### config.mk
export PLATFORM = sky130hd
export DESIGN_NAME = ipl_mul
export DESIGN_NICKNAME = d
export VERILOG_FILES = /design/src/hdl/ipl_pkg.sv /design/src/hdl/ipl_mul.sv
export SDC_FILE = /design/constraint.sdc
export NUM_CORES = 2
export LEC_CHECK = 0
export ABC_AREA = 1
export BUFFER_PORTS_ARGS = -buffer_cell sky130_fd_sc_hd__clkbuf_2
export CAP_MARGIN = 20
export CELL_PAD_IN_SITES_DETAIL_PLACEMENT = 0
export CELL_PAD_IN_SITES_GLOBAL_PLACEMENT = 2
export CORE_MARGIN = 4
export CORE_UTILIZATION = 36
export CTS_BUF_LIST = sky130_fd_sc_hd__clkbuf_8
export CTS_CLUSTER_DIAMETER = 120
export CTS_CLUSTER_SIZE = 28
export DETAILED_ROUTE_END_ITERATION = 10
export PLACE_DENSITY = 0.79
export SETUP_SLACK_MARGIN = 0.4
export SYNTH_ARGS = -nofsm -noshare
export SYNTH_HDL_FRONTEND = slang
export SYNTH_SLANG_ARGS = --single-unit
### constraint.sdc
create_clock -name clk -period 20.2 [get_ports clk]
set_clock_uncertainty 0.05 [all_clocks]
set_input_delay 1.01 -clock clk [delete_from_list [all_inputs] [get_ports clk]]
set_output_delay 1.01 -clock clk [all_outputs]
set_load 0.005 [all_outputs]
### src/hdl/ipl_pkg.sv
// ----------------------------------------------------------------------------
// ipl_pkg: indoor path loss shared definitions
// Field widths, fixed-point constants and control types used across the block.
// ----------------------------------------------------------------------------
`default_nettype none

package ipl_pkg;

    localparam int PAIRS_DEF       = 256;
    localparam int SAMPLE_BITS_DEF = 16;

    localparam int DIST_W    = 16;
    localparam int PAIR_W    = 8;
    localparam int FRESH_W   = 16;
    localparam int LOSS_W    = 12;
    localparam int CARRIER_W = 13;
    localparam int PAIR_SPAN = 1 << PAIR_W;

    localparam int MUL_W     = 33;
    localparam int PROD_W    = 64;
    localparam int LOG_ARG_W = 32;
    localparam int LOG_W     = 21;
    localparam int DLOG_W    = 22;
    localparam int STEP_W    = 4;

    localparam logic [CARRIER_W-1:0] CARRIER_RESET = 13'd763;
    localparam logic [CARRIER_W-1:0] FREQ_LO       = 13'd758;
    localparam logic [CARRIER_W-1:0] FREQ_HI       = 13'd798;

    localparam logic [LOG_ARG_W-1:0] REF_DIST = 32'd16000;
    localparam logic [LOG_W-1:0]     LOG_INIT = 21'd2031616;
    localparam logic [STEP_W-1:0]    SQ_FIRST = 4'd15;
    localparam logic [STEP_W-1:0]    NORM_LAST = 4'd4;
    // L2(16000) - L2(2000): same mantissa, three octaves
    localparam logic signed [DLOG_W-1:0] OCTAVE3 = 22'sd196608;

    localparam logic [DIST_W-1:0] LOS_NEAR = 16'd288;
    localparam logic [DIST_W-1:0] LOS_FAR  = 16'd592;

    localparam logic signed [MUL_W-1:0] LOG10_2_Q32 = 33'sd1292913986;
    localparam logic signed [MUL_W-1:0] LOG2E_Q16   = 33'sd94548;
    localparam logic signed [MUL_W-1:0] LOS_SLOPE   = 33'sd432;
    localparam logic signed [MUL_W-1:0] FREQ_SCALE  = 33'sd200;
    localparam logic signed [MUL_W-1:0] RECIP5      = 33'sd52429;

    localparam logic signed [MUL_W-1:0] B_LOS  = 33'sd169;
    localparam logic signed [MUL_W-1:0] B_NLOS = 33'sd433;
    localparam logic signed [MUL_W-1:0] B_DB1  = 33'sd428;
    localparam logic signed [MUL_W-1:0] B_DB2  = 33'sd433;

    localparam logic signed [PROD_W-1:0] A_LOS  = 64'sd895 <<< 48;
    localparam logic signed [PROD_W-1:0] A_NLOS = 64'sd1475 <<< 48;
    localparam logic signed [PROD_W-1:0] A_DB1  = 64'sd1311 <<< 48;
    localparam logic signed [PROD_W-1:0] A_DB2  = 64'sd1474 <<< 48;
    localparam logic signed [PROD_W-1:0] ROUND_HALF = 64'sd5 <<< 44;

    localparam logic [15:0] LOSS_MAX = 16'd4095;

    typedef struct packed {
        logic rd;
        logic wr;
        logic clr;
    } cache_ctl_t;

endpackage

`default_nettype wire

### src/hdl/ipl_mul.sv
// ----------------------------------------------------------------------------
// ipl_mul: shared signed multiplier
// 33x33 signed product, registered, low 64 bits kept. One result per cycle.
// ----------------------------------------------------------------------------
`default_nettype none

module ipl_mul (
    input  logic                                clk,
    input  logic signed [ipl_pkg::MUL_W-1:0]    a,
    input  logic signed [ipl_pkg::MUL_W-1:0]    b,
    output logic signed [ipl_pkg::PROD_W-1:0]   p
);

    logic signed [2*ipl_pkg::MUL_W-1:0] full;
    logic signed [ipl_pkg::PROD_W-1:0]  p_reg;

    assign full = a * b;
    assign p    = p_reg;

    always_ff @(posedge clk)
    begin
        p_reg <= $signed(full[ipl_pkg::PROD_W-1:0]);
    end

endmodule

`default_nettype wire

==> out/qor.yml <==
logic_synthesis:
  synth_edf_count: 0
  synth_compound_area_share_pct: 1.863
  synth_cell_types: 32
  ys_dominant_reg_cell: "dfxtp_1"
  synthXorXnorAreaFrac_pct: 0.7500
  yosysWarnings: 0
  async_reset_ff_share_pct: 0
  synth_top_family_by_area: "adder cells"
  muxShareOfSynthArea_pct: 0
  synth_seq_area_share_pct: 3.048
  synth_cells: 5349
  synth.avg_cell_area_um2: 7.859
  syn_nets: 6753
  synth_seq_cells: 64
  yosys.area_share.simple_pct: 16.03
  synth_fa_ha_area_share_pct: 59.88
  synthesis.area_um2: 42040
placement:
  portBuffers: 130
  place_hpwl_mm: 105.8
  gp_congestion: 0.9039
clock_tree:
  cts_made_buffers: 9
  holdBufCountCts: 0
  cts.htree.levels: 3
  clk_pin_slew_worst_paths_ns: 0.07
  cts_tree: "yes"
  clock-root-buffer: "clkbuf_8"
  numClockSinks: 64
  cts.repair.resized: 0
  post-cts-setup-buffers: 0
  clockBufferDepth: 2
hold_path:
  hold_path.class: "in2reg"
grt:
  track_usage_pct: 21.59
  grt_antenna_before_repair: 3
  grt_pass1_vias: 34600
  overflow: 0
  grt_max_degree: 36
  grt_pass1_wl_mm: 203.0
final_layout:
  syn_to_final_growth_pct: 5.137
  layout-drive-gt1-share_pct: 4.678
  largest_reg_flops: 64
  fin_nets: 6679
floorplan:
  num_rows: 125
  ioPinCount: 131
  die-area_um2: 122300
  core_area_um2: 116000
  start_util_pct: 36.23
  die_h_um: 349.7
  die_x_um: 349.7
sta:
  setup_viol: 0
  worstMarginPinSlew_ns: 1.098
  fmax_mhz: 114.6
  fin_tns_setup_ns: 0
  drv_slew: 0
  slew-limit-headroom_pct: 26.82
  min_period_ns: 8.723
  fin_crit_sh_pct: 43.18
  rsz0062_at_grt: "false"
  final_hold_viol_count: 0
route:
  drc_errors: 0
  wirelength_mm: 125.1
  first_pass_iters: 5
  vias: 31130
  via_per_inst: 4.573
  wl_per_cell_um: 18.39
  initialDrtViolationCount: 1647
  antenna_left: 0
worst_setup_path:
  setup.worst_path.start_class: "input pin"
  critPathKind: "in2reg"
  crit_arrival_ns: 8.96
  cp_max_fo: 33
  crit_end: "p[55]"
  cp-end-kind: "register"
  startpoint: "b[0]"
  required_ns: 20.44
flow_run:
  maxCapViolCount: 0
outcome:
  outcome: "complete, no violations"
-- synth_stat cells, types with 6 or more instances --
cell	n	area [um^2]
inv_1	1799	6753
o21ai_1	7	35.03
clkbuf_1	261	979.7
or2_2	6	37.54
nand3_2	6	60.06
o21ai_0	35	175.2
xor2_1	31	271.5
nand2_1	1431	5371
dfxtp_1	64	1281
fa_1	1125	22520
nor3_1	6	30.03
nand4_1	20	125.1
nand3_1	66	330.3
ha_1	212	2653
o21bai_1	18	135.1
nand2_2	14	87.58
nor2_1	129	484.2
nor2_2	17	106.4
a21oi_1	75	375.4
-- worst min-delay path by stage --
stage	startpoint	to	slack (ns)	cells after the start
finish	b[0]	p[0]	1.07	4
global route	b[0]	p[0]	1.10	4
CTS	b[0]	p[0]	1.04	4
detailed placement	p[22]	p[22]	1.33	1
global placement	p[30]	p[30]	1.33	1
floorplan	a[0]	p[0]	1.22	3
-- metrics by stage --
step                      hold slack [ns]  setup slack [ns]  std cells  area (um^2)  util, %
after floorplan                     1.224             12.18       5349        42040        -
after global placement              1.332             11.15       6787        43960    37.88
after detailed placement            1.333             11.01       6788        43990    37.91
after CTS                           1.037             11.45       6804        44190    38.08
after global routing                1.104             10.96       6806        44200    38.09
final                               1.075             11.48       6806        44200    38.09
-- placed cells by master, fill, tap and decap left out, types with 2 or more instances in the layout --
master      count
a21oi_1        75
nand3_1        66
buf_4          47
diode_2         2
nor3_1          6
xor2_1         31
nor2_1        129
clkbuf_8       11
nor2_2         17
nand3_2         6
nand2_2        14
o21ai_1         7
o21ai_0        35
inv_1        1799
xnor2_1         5
a21o_1          5
clkinv_2        2
o21bai_1       18
nand3b_1        2
nor2_4          2
clkbuf_2      130
nor3_2          4
ha_1          212
fa_1         1125
clkinvlp_4      2
or2_2           6
dfxtp_1        64
nand4_1        20
nand2_1      1431
-- worst max-delay path, stage by stage --
cell	delay (ns)
clkbuf_2	0.08
buf_4	0.37
nand2_1	0.16
inv_1	0.15
fa_1	0.49
fa_1	0.56
fa_1	0.90
inv_1	0.26
fa_1	0.89
inv_1	0.40
fa_1	0.56
fa_1	0.51
fa_1	0.49
inv_1	0.04
fa_1	0.48
inv_1	0.05
ha_1	0.41
nand2_1	0.15
nor2_1	0.23
nand2_1	0.19
nor3_1	0.22
nand3_1	0.13
nand4_1	0.10
nand2_1	0.06
-- cells by family after synthesis --
group	after synthesis
buffers and inverters	2063
AOI/OAI and AO/OA	143
and+or+nand+nor	1706
DFF	64
adders and majority gates	1337
xor gates and xnor gates	36
-- per-layer routing --
layer / GRT usage [%] / up-vias / routed length [um]
met5: 0 / - / 0
met4: 4.109 / 0 / 2388
met3: 2.842 / 96 / 6529
met2: 35.65 / 729 / 59440
met1: 30.71 / 15950 / 56780
li1: - / 14350 / -
-- layout make-up --
type,count,area [um^2]
Timing Repair Buffer,178,1031
Tap cell,1524,1907
Multi-Input combinational cell,3222,33010
Fill cell,12270,71850
Inverter,1800,6756
Sequential cell,64,1281
Clock buffer,11,151.4
Clock inverter,5,55.05
Antenna cell,2,5.005
Power is not shown: default switching activity piles up to over one toggle a cycle in this logic, so the estimate is an artifact.
