**src/hdl/ipl_pkg.sv**
```systemverilog
// ----------------------------------------------------------------------------
// ipl_pkg: indoor path loss shared definitions
// Field widths, fixed-point constants and control types used across the block.
// ----------------------------------------------------------------------------
`default_nettype none

package ipl_pkg;

    localparam int PAIRS_DEF       = 256;
    localparam int SAMPLE_BITS_DEF = 16;

    localparam int DIST_W    = 16;
    localparam int PAIR_W    = 8;
    localparam int FRESH_W   = 16;
    localparam int LOSS_W    = 12;
    localparam int CARRIER_W = 13;
    localparam int PAIR_SPAN = 1 << PAIR_W;

    localparam int MUL_W     = 33;
    localparam int PROD_W    = 64;
    localparam int LOG_ARG_W = 32;
    localparam int LOG_W     = 21;
    localparam int DLOG_W    = 22;
    localparam int STEP_W    = 4;

    localparam logic [CARRIER_W-1:0] CARRIER_RESET = 13'd763;
    localparam logic [CARRIER_W-1:0] FREQ_LO       = 13'd758;
    localparam logic [CARRIER_W-1:0] FREQ_HI       = 13'd798;

    localparam logic [LOG_ARG_W-1:0] REF_DIST = 32'd16000;
    localparam logic [LOG_W-1:0]     LOG_INIT = 21'd2031616;
    localparam logic [STEP_W-1:0]    SQ_FIRST = 4'd15;
    localparam logic [STEP_W-1:0]    NORM_LAST = 4'd4;
    // L2(16000) - L2(2000): same mantissa, three octaves
    localparam logic signed [DLOG_W-1:0] OCTAVE3 = 22'sd196608;

    localparam logic [DIST_W-1:0] LOS_NEAR = 16'd288;
    localparam logic [DIST_W-1:0] LOS_FAR  = 16'd592;

    localparam logic signed [MUL_W-1:0] LOG10_2_Q32 = 33'sd1292913986;
    localparam logic signed [MUL_W-1:0] LOG2E_Q16   = 33'sd94548;
    localparam logic signed [MUL_W-1:0] LOS_SLOPE   = 33'sd432;
    localparam logic signed [MUL_W-1:0] FREQ_SCALE  = 33'sd200;
    localparam logic signed [MUL_W-1:0] RECIP5      = 33'sd52429;

    localparam logic signed [MUL_W-1:0] B_LOS  = 33'sd169;
    localparam logic signed [MUL_W-1:0] B_NLOS = 33'sd433;
    localparam logic signed [MUL_W-1:0] B_DB1  = 33'sd428;
    localparam logic signed [MUL_W-1:0] B_DB2  = 33'sd433;

    localparam logic signed [PROD_W-1:0] A_LOS  = 64'sd895 <<< 48;
    localparam logic signed [PROD_W-1:0] A_NLOS = 64'sd1475 <<< 48;
    localparam logic signed [PROD_W-1:0] A_DB1  = 64'sd1311 <<< 48;
    localparam logic signed [PROD_W-1:0] A_DB2  = 64'sd1474 <<< 48;
    localparam logic signed [PROD_W-1:0] ROUND_HALF = 64'sd5 <<< 44;

    localparam logic [15:0] LOSS_MAX = 16'd4095;

    typedef struct packed {
        logic rd;
        logic wr;
        logic clr;
    } cache_ctl_t;

endpackage

`default_nettype wire

```
**src/hdl/ipl_cache.sv**
```systemverilog
// ----------------------------------------------------------------------------
// ipl_cache: per-pair sample store
// Valid and sample memories on one address, registered read, clear of valid.
// ----------------------------------------------------------------------------
`default_nettype none

module ipl_cache #(
    parameter int PAIRS       = ipl_pkg::PAIRS_DEF,
    parameter int SAMPLE_BITS = ipl_pkg::SAMPLE_BITS_DEF
) (
    input  logic                        clk,
    input  ipl_pkg::cache_ctl_t         ctl,
    input  logic [$clog2(PAIRS)-1:0]    addr,
    input  logic [SAMPLE_BITS-1:0]      wr_sample,
    output logic                        rd_valid,
    output logic [SAMPLE_BITS-1:0]      rd_sample
);

    logic                   valid_mem  [PAIRS];
    logic [SAMPLE_BITS-1:0] sample_mem [PAIRS];

    always_ff @(posedge clk)
    begin
        if (ctl.clr)
        begin
            valid_mem[addr] <= 1'b0;
        end
        else if (ctl.wr)
        begin
            valid_mem[addr]  <= 1'b1;
            sample_mem[addr] <= wr_sample;
        end
        if (ctl.rd)
        begin
            rd_valid  <= valid_mem[addr];
            rd_sample <= sample_mem[addr];
        end
    end

endmodule

`default_nettype wire

```
**config.mk**
```make
export PLATFORM = sky130hd
export DESIGN_NAME = ipl_cache
export DESIGN_NICKNAME = d
export VERILOG_FILES = /design/src/hdl/ipl_pkg.sv /design/src/hdl/ipl_cache.sv
export SDC_FILE = /design/constraint.sdc
export NUM_CORES = 2
export LEC_CHECK = 0
export BUFFER_PORTS_ARGS = -buffer_cell sky130_fd_sc_hd__buf_2
export CAP_MARGIN = 20
export CORE_ASPECT_RATIO = 1.25
export CORE_UTILIZATION = 50
export DETAILED_ROUTE_END_ITERATION = 10
export PLACE_DENSITY = 0.68
export RECOVER_POWER = 50
export REMOVE_ABC_BUFFERS = 1
export SYNTH_ARGS = -nofsm -noshare
export SYNTH_HDL_FRONTEND = slang
export SYNTH_MEMORY_MAX_BITS = 65536
export SYNTH_SLANG_ARGS = --single-unit
export TNS_END_PERCENT = 10
```
**constraint.sdc**
```tcl
create_clock -name clk -period 4.85 [get_ports clk]
set_input_delay 0.97 -clock clk [delete_from_list [all_inputs] [get_ports clk]]
set_output_delay 0.97 -clock clk [all_outputs]
set_load 0.05 [all_outputs]
```
==> results.tsv <==
metric	value	unit
# rows	236	
Core Region	331000	um2
Synth Instances	7433	
vias in the first global route	82605	
maximum root-to-sink buffer count	4	
total wire length	434000	um
die area	335000	um2
Final Hold Viols	0	
post-route setup slack	0.591	ns
via/cell ratio	6.49	
global route total overflow	0	
multi-input logic area	33300	um2
initial antenna violation count	24	
Sw Share	0.209	
worst slack at placement	-0.187	ns
Synth async-reset ratio	0	
clock share of power	0.406	
Filler Cells Inserted	23492	
Seq cells post-synth	4369	
final setup fails	0	
Horiz. Die Dim	518	um
Worst Max-Slew Pin Slew	4.28	ns
remaining antenna violation count	0	
Slew Viols, Final	2440	
RSZ-0062 raised after global routing	false	
Seq pwr share	0.546	
io pins	45	
CTS root buf	clkbuf_16	
Cell Pwr Density	405	nW/um2
Peak VDD IR	357	uV
Detailed Routing Iterations Pass 1	9	
sequential element share of the synthesized area	0.789	
Avg Inst Size Synth	22.4	um2
CTS Hold Buffers Added	0	
CTS tree	yes	
EDFF count, synth	4369	
Initial Util	0.503	
DRC	1	
area grow syn2layout	13.4	%
Setup Skew	0.0420	ns
violated checks	design-rule violations, max-capacitance violations, max-slew violations	
worst endpoint data arrival time	4.95	ns
register area	131000	um2
CP required	5.54	ns
f_max	235	MHz
Tot GR Track Use	0.257	
period utilization	0.878	
gpl congestion	0.853	
cts bufs inserted	391	
post-CTS sizing	0	
Iter 0 DRT Violations	11097	
proportion of layout cells with a drive suffix above 1	0.280	
Slowest cell on crit path	inv_1	
Top FF cell, synth	edfxtp_1	
combinational share of power	0.048	
outcome	complete, but fails checks	
Wirelength per Cell	34.1	um
P_sw	16.0	mW
die height	647	um
H-tree Lvls	5	
static leakage	57.8	nW
largest net degree at the start of global routing	138	
Total Nets Final	8028	
first-pass GRT wire length	614000	um
Synth cell types	19	
PortBufs	44	
Worst Path Max Fanout	137	
Max Cap Violations	30	
via count	82660	
Min-Delay Path Class	in2reg	
Post-Syn Area	166000	um2
Cells after DPL	12010	
Post-CTS Setup Inserts	0	
CP endpoint kind	flip-flop	
Layout Cells excl Fill	12744	
clock edge transition at the registers on the reported setup and hold paths	0.07	ns
hpwl dp	255000	um
Worst Setup Start Kind	primary input	
worst-path cell chain	clkbuf_1 > nand2b_1 > inv_1 > buf_4	
number of clock sinks	4369	
Crit Path Category	in2reg	
Yosys warnings	0	
Power Internal	60.4	mW
clk_lat worst skew	0.94	ns
Rel. slew slack	-1.86	
Min Clock Period, post-route	4.26	ns
CP max stage delay	2.65	ns
-- critical path, delay by kind of cell --
| kind | cells | cell delay (ns) |
|---|---|---|
| buffers and inverters | 3 | 3.50 |
| and+or+nand+nor | 1 | 0.39 |
-- registers in the layout, summed over array words and instances (netlist names) --
signal / count
rd_valid: 1
rd_sample: 16
valid_mem: 256
sample_mem: 4096
-- cells in the final DEF (no fill, tap or decap), types with 28 or more instances in the layout --
| cell | netlist | layout |
|---|---|---|
| mux4_2 | 1088 | 1088 |
| diode_2 | 0 | 28 |
| buf_4 | 8 | 508 |
| clkinv_1 | 0 | 89 |
| nand2_1 | 45 | 33 |
| a21oi_1 | 272 | 272 |
| buf_12 | 0 | 78 |
| nor2_1 | 524 | 520 |
| edfxtp_1 | 4369 | 4369 |
| bufinv_16 | 0 | 45 |
| clkinv_2 | 0 | 68 |
| o41ai_1 | 68 | 42 |
| clkbuf_16 | 0 | 400 |
| a22oi_1 | 544 | 544 |
| clkbuf_1 | 311 | 93 |
-- per-stage QoR --
stage / power [mW] / TNS (ns) / utilization / instance area, um2 / hold slack [ns]
floorplan: 43.9 / - / - / 164000 / 0.896
global placement: 46.1 / -1.24 / 0.532 / 176000 / 0.999
detailed placement: 46.2 / -0.407 / 0.533 / 176000 / 1.05
CTS: 76.7 / 0 / 0.571 / 189000 / 0.494
global route: 78.2 / 0 / 0.570 / 188000 / 0.527
finish: 76.4 / 0 / 0.570 / 188000 / 0.532
-- kinds of logic after synthesis --
group / count (synthesis) / synth area share
AO/OA/AOI/OAI: 884 / 0.0363
AND/OR/NAND/NOR: 602 / 0.0141
buffers and inverters: 490 / 0.0129
flip-flops: 4369 / 0.789
multiplexers: 1088 / 0.147
-- cell type report --
cell class | instances | share of cell area
repair buffers | 663 | 0.0309
diodes | 28 | 0.000372
multi-input cells | 2574 | 0.177
inverters | 1 | 0.0000199
clock inverters | 230 | 0.0123
well taps | 4403 | 0.0292
clock buffers | 476 | 0.0546
flip-flops and latches | 4369 | 0.696
-- synthesized netlist by cell type, types with 17 or more instances --
library cell	number	area, um2
nand2_1	45	169
clkbuf_1	311	1170
buf_1	56	210
mux4_2	1088	24500
buf_6	20	225
o41ai_1	68	596
edfxtp_1	4369	131000
nand4_1	17	106
a22oi_1	544	4080
nor2_1	524	1970
buf_2	94	470
a21oi_1	272	1360
-- per-layer routing --
| metal | track usage | vias to the layer above | part of all wire |
|---|---|---|---|
| met5 | 0 | - | 0.00040 |
| li1 | - | 32762 | - |
| met4 | 0.110 | 18 | 0.048 |
| met3 | 0.0431 | 800 | 0.091 |
| met1 | 0.340 | 44209 | 0.36 |
| met2 | 0.423 | 4871 | 0.50 |
-- final timing paths --
check / startpoint / to / slack (ns) / cells after the start
worst min register to register: valid_mem[215] / rd_valid / 1.07 / 5
worst min-delay path: wr_sample[13] / sample_mem[179][13] / 0.53 / 1
worst max register to register: sample_mem[120][12] / rd_sample[12] / 1.52 / 6
worst max-delay path: ctl[0] / valid_mem[91] / 0.59 / 4
-- power by group through the flow --
stage                     Combinational, mW  Clock (mW)  Sequential [mW]
after floorplan                        1.45           0             42.5
after global placement                 3.66           0             42.5
after detailed placement               3.73           0             42.5
after CTS                              3.74        31.3             41.6
after global routing                   3.84        32.7             41.7
final                                  3.69        31.0             41.7
No activity file was read; power rests on OpenSTA's default activity.
